`src/rtl/core/ttw_pkg.sv`:
```
package ttw_pkg;

  // Field widths fixed by the interface
  localparam int POS_W  = 11;
  localparam int IDX_W  = 11;
  localparam int CHAR_W = 8;
  localparam int ATTR_W = 8;
  // Compare width wide enough for the largest store
  localparam int CMP_W  = 16;

  // Character codes
  localparam logic [CHAR_W-1:0] CH_NUL   = 8'h00;
  localparam logic [CHAR_W-1:0] CH_BS    = 8'h08;
  localparam logic [CHAR_W-1:0] CH_LF    = 8'h0A;
  localparam logic [CHAR_W-1:0] CH_FF    = 8'h0C;
  localparam logic [CHAR_W-1:0] CH_CR    = 8'h0D;
  localparam logic [CHAR_W-1:0] CH_SPACE = 8'h20;
  localparam logic [CHAR_W-1:0] CH_DOT   = 8'h2E;
  localparam logic [CHAR_W-1:0] CH_TILDE = 8'h7E;

  localparam logic [ATTR_W-1:0] RESET_ATTR = 8'h07;

  // Operation codes
  localparam logic OP_WRITE = 1'b0;
  localparam logic OP_READ  = 1'b1;

  typedef struct packed {
    logic              op;
    logic [CHAR_W-1:0] char_byte;
    logic              control_mode;
    logic [IDX_W-1:0]  cell_index;
  } in_beat_t;

  typedef struct packed {
    logic [POS_W-1:0]  cursor_position;
    logic [CHAR_W-1:0] cell_char;
    logic [ATTR_W-1:0] cell_attr;
  } out_beat_t;

  typedef enum logic [2:0] {
    ST_INIT,
    ST_IDLE,
    ST_EXEC,
    ST_CLEAR,
    ST_COPY,
    ST_DRAIN,
    ST_BLANK,
    ST_DONE
  } state_t;

  // Controller to datapath
  typedef struct packed {
    logic load_item;
    logic exec;
    logic clear_step;
    logic copy_step;
    logic blank_step;
    logic out_load;
  } ttw_cmd_t;

  // Datapath to controller
  typedef struct packed {
    logic need_clear;
    logic need_scroll;
    logic sweep_end;
    logic copy_end;
    logic out_free;
  } ttw_status_t;

endpackage

```
`src/rtl/core/ttw_ctrl.sv`:
```
module ttw_ctrl
  import ttw_pkg::*;
(
  input  logic        clk,
  input  logic        rst,
  input  logic        in_valid,
  output logic        in_stall,
  input  ttw_status_t status,
  output ttw_cmd_t    cmd
);

  state_t state, state_next;

  always_ff @(posedge clk) begin
    if (rst) begin
      state <= ST_INIT;
    end else begin
      state <= state_next;
    end
  end

  // Next state
  always_comb begin
    state_next = state;
    unique case (state)
      ST_INIT:  if (status.sweep_end) state_next = ST_IDLE;
      ST_IDLE:  if (in_valid) state_next = ST_EXEC;
      ST_EXEC: begin
        if (status.need_clear) begin
          state_next = ST_CLEAR;
        end else if (status.need_scroll) begin
          state_next = ST_COPY;
        end else begin
          state_next = ST_DONE;
        end
      end
      ST_CLEAR: if (status.sweep_end) state_next = ST_DONE;
      ST_COPY:  if (status.copy_end) state_next = ST_DRAIN;
      ST_DRAIN: state_next = ST_BLANK;
      ST_BLANK: if (status.sweep_end) state_next = ST_DONE;
      ST_DONE:  if (status.out_free) state_next = ST_IDLE;
      default:  state_next = ST_IDLE;
    endcase
  end

  // Outputs
  always_comb begin
    cmd      = '0;
    in_stall = 1'b1;
    unique case (state)
      ST_INIT, ST_CLEAR: cmd.clear_step = 1'b1;
      ST_IDLE: begin
        in_stall      = 1'b0;
        cmd.load_item = in_valid;
      end
      ST_EXEC:  cmd.exec       = 1'b1;
      ST_COPY:  cmd.copy_step  = 1'b1;
      ST_DRAIN: cmd            = '0;
      ST_BLANK: cmd.blank_step = 1'b1;
      ST_DONE:  cmd.out_load   = status.out_free;
      default:  cmd            = '0;
    endcase
  end

  // An accepted beat goes straight to execution
  a_accept_exec: assert property (@(posedge clk) disable iff (rst)
    (state == ST_IDLE && in_valid) |=> state == ST_EXEC)
    else $error("accepted beat did not enter execution");

  // Every item reaches a result before the next one is taken
  a_exec_no_idle: assert property (@(posedge clk) disable iff (rst)
    state == ST_EXEC |=> state != ST_IDLE)
    else $error("item dropped without a result");

  // Scroll copy drains its pending write before blanking
  a_copy_drain: assert property (@(posedge clk) disable iff (rst)
    (state == ST_COPY && status.copy_end) |=> state == ST_DRAIN ##1 state == ST_BLANK)
    else $error("scroll sequence broken");

  // At most one datapath operation per cycle
  a_one_op: assert property (@(posedge clk) disable iff (rst)
    $onehot0({cmd.exec, cmd.clear_step, cmd.copy_step, cmd.blank_step}))
    else $error("conflicting datapath commands");

endmodule

```
`config.mk`:
```
export PLATFORM = sky130hd
export DESIGN_NAME = ttw_ctrl
export DESIGN_NICKNAME = d
export VERILOG_FILES = /design/src/rtl/core/ttw_pkg.sv /design/src/rtl/core/ttw_ctrl.sv
export SDC_FILE = /design/constraint.sdc
export NUM_CORES = 1
export LEC_CHECK = 0
export BUFFER_PORTS_ARGS = -buffer_cell sky130_fd_sc_hd__buf_2
export CORE_AREA = 5 5 42 44
export CTS_BUF_LIST = sky130_fd_sc_hd__clkbuf_4 sky130_fd_sc_hd__clkbuf_8
export DETAILED_ROUTE_END_ITERATION = 8
export DIE_AREA = 0 0 47 49
export GPL_TIMING_DRIVEN = 0
export SYNTH_ARGS = -nofsm -noshare
export SYNTH_HDL_FRONTEND = slang
export SYNTH_SLANG_ARGS = --single-unit
export TNS_END_PERCENT = 1
```
`constraint.sdc`:
```
create_clock -name clk -period 3.26 [get_ports clk]
set_input_delay 0.489 -clock clk [delete_from_list [all_inputs] [get_ports clk]]
set_output_delay 0.489 -clock clk [all_outputs]
set_load 0.01 [all_outputs]
```
==> impl_metrics.py <==
metrics = {
    "cts": {
        "cts_setup_buffers": 0,
        "clock-sinks": 3,
        "cts_root_buf": "clkbuf_4",
        "insertion_delay_ns": 0.23,
        "cts.htree.levels": 1,
        "clk_path_buf_depth": 2,
        "postCtsHoldBufs": 0,
        "cts_buffers": 3,
        "ctsResizeCount": 0,
        "cts_tree": "built",
        "path_clk_slew_ns": 0.04,
    },
    "route": {
        "routedWlPerCell_um": 9.514,
        "viasPerCell": 4.446,
        "drt-total-wl_um": 704,
        "postRouteAntennaNets": 0,
        "drc": 0,
        "via_count": 329,
        "drt_first_pass_iters": 3,
        "drt_iter0_drc": 4,
    },
    "timing": {
        "relSlewSlack_pct": 82.38,
        "fin_skew_ns": 0.001455,
        "rsz0062_at_grt": "no",
        "max_freq_mhz": 588.2,
        "tns_ns": 0,
        "slew_viol_final": 0,
        "hold_viol": 0,
        "tightestPinTransition_ns": 0.2607,
        "setup_violations": 0,
        "period_minus_slack_ns": 1.700,
        "final.period_utilization_pct": 52.15,
    },
    "power": {
        "p_clk_share_pct": 19.8,
        "finalPower_mw": 0.3692,
        "power.density_nw_per_um2": 850.5,
        "seq_power_share_pct": 17.0,
        "p_int_mw": 0.2187,
        "swShare_pct": 40.77,
        "power_frac_comb_pct": 63.2,
        "p_leak_nw": 0.2179,
        "p_sw_mw": 0.1505,
        "ir_worst_vdd_mv": 0.3362,
    },
    "yosys": {
        "syn_avg_cell_area_um2": 7.851,
        "netlist_area_um2": 314.1,
        "synth_area_leaders": "dfxtp_1 19%, nor3_1 9.6%, mux2_4 9.6%, buf_6 7.2%, nor4b_1 5.6%",
        "synth.net_count": 48,
        "yosysTopAreaCell": "dfxtp_1",
        "synth_cell_types": 20,
        "synth_seq_area_share_pct": 19.12,
        "yosys_warnings": 0,
        "yosysTopAreaCellShare_pct": 19.12,
        "yosys_register_bits": 3,
        "syn_inst": 40,
    },
    "floorplan": {
        "ios": 15,
        "rows": 14,
        "die_w_um": 47,
        "fp.dieArea_um2": 2303,
        "start_util_pct": 22.41,
        "dieHeight_um": 49,
        "core_um2": 1401,
    },
    "setup_path": {
        "worstSetupPathType": "flip-flop to primary output",
        "cp-start-kind": "flip-flop",
        "cp-end-kind": "primary output",
        "cpMostUsedCell": "buf_2",
        "path_cells": "buf_2, xor2_1, nor2_1, buf_2",
        "max_stage_delay_ns": 0.40,
        "crit_fanout": 10,
        "cp.required_ns": 2.77,
        "arrival_ns": 1.21,
        "cpMaxStageDelayCell": "dfxtp_1",
    },
    "finish": {
        "final_util_pct": 30.98,
        "antenna_cells": 0,
        "drive_gt1_share_pct": 43.10,
        "final_cell_mix": "15 x buf_2, 6 x nor3_1, 4 x inv_1, 4 x nor2_1, 4 x clkbuf_4",
        "largest_reg_flops": 3,
        "nets": 67,
        "syn_to_final_growth_pct": 38.25,
        "final_common_cell": "buf_2",
        "top_register": "state",
        "reg.largest.list": "state x3",
    },
    "grt": {
        "grt_pass1_vias": 329,
        "antenna_found_initial": 0,
        "grt_pass1_wl_mm": 1.304,
        "grt_start_max_net_pins": 11,
        "use_met3_pct": 3.690,
        "grt_use_total_pct": 7.806,
        "grt_busiest_layer": "met2",
        "grt.met2_usage_pct": 10.41,
        "grt-ovfl-total": 0,
        "gr-usage-met1_pct": 9.409,
    },
    "place": {
        "hpwl_um": 568.7,
        "port_buffers": 14,
        "gp_congestion": 0.7046,
    },
    "flow_run": {
        "drv_cap": 0,
    },
    "run_status": {
        "status": "completed",
    },
    "hold_path": {
        "hp-class": "primary input to flip-flop",
    },
}
## cell families (layout without fill, tap and decap cells)
logic type / count (synthesis) / in the layout / share of synthesized area [%]
buffers and inverters: 7 / 25 / 13.54
AOI/OAI and AO/OA: 6 / 6 / 13.15
and+or+nand+nor: 19 / 19 / 35.86
xor gates and xnor gates: 2 / 2 / 5.579
DFF: 3 / 3 / 19.12
muxes: 3 / 3 / 12.75
## power by group through the flow
stage	Sequential (mW)	Combinational (mW)	Clock [mW]
floorplan	0.0608	0.181	0
global placement	0.0635	0.234	0
detailed placement	0.0633	0.237	0
CTS	0.0627	0.237	0.0759
global route	0.0655	0.260	0.0798
finish	0.0627	0.234	0.0730
## synthesized netlist by cell type (all sizes together)
master  count
a211oi      1
a21oi       3
a221o       1
and2        1
and3        1
buf         3
dfxtp       3
inv         4
mux2        2
mux2i       1
nand2b      2
nand3       1
nor2        4
nor2b       1
nor3        6
nor4b       2
o21a        1
or3b        1
xor2        2
## stage by stage
stage                     cell area [µm²]  instances  setup slack [ns]  hold WS [ns]
after global routing                434.2         74             1.438        0.6376
after global placement              404.1         70             1.752        0.7216
after floorplan                     314.1         40             1.853        0.6582
after detailed placement            404.1         70             1.742        0.7249
final                               434.2         74             1.560        0.6038
after CTS                           434.2         74             1.549        0.5985
## cell type report
type	count	area, µm²
Clock buffer	4	30.03
Inverter	4	15.01
Tap cell	16	20.02
Buffer	3	27.53
Fill cell	170	967.2
Multi-Input combinational cell	30	211.5
Sequential cell	3	60.06
Timing Repair Buffer	14	70.07
## worst max-delay path, delay by kind of cell, from the launching register on
family	cells	cell delay, ns
XOR/XNOR	1	0.16
buffers and inverters	2	0.37
flip-flops	1	0.40
AND/OR/NAND/NOR	1	0.05
## layer usage
layer  up-vias  wire [µm]
met4         0         17
met1       139        315
met5         -          0
met3         2         47
met2        12        324
li1        176          -
## path summary, 6_finish.rpt
path	slack (ns)	cells after the start	to	from
max reg2reg	1.79	5	state[1]$_SDFFE_PP0P_	state[2]$_SDFFE_PP0P_
min reg2reg	0.73	3	state[0]$_SDFFE_PP0P_	state[0]$_SDFFE_PP0P_
max	1.56	4	cmd[3]	state[0]$_SDFFE_PP0P_
min	0.60	3	state[0]$_SDFFE_PP0P_	rst
No activity file was read; power rests on OpenSTA's default activity.
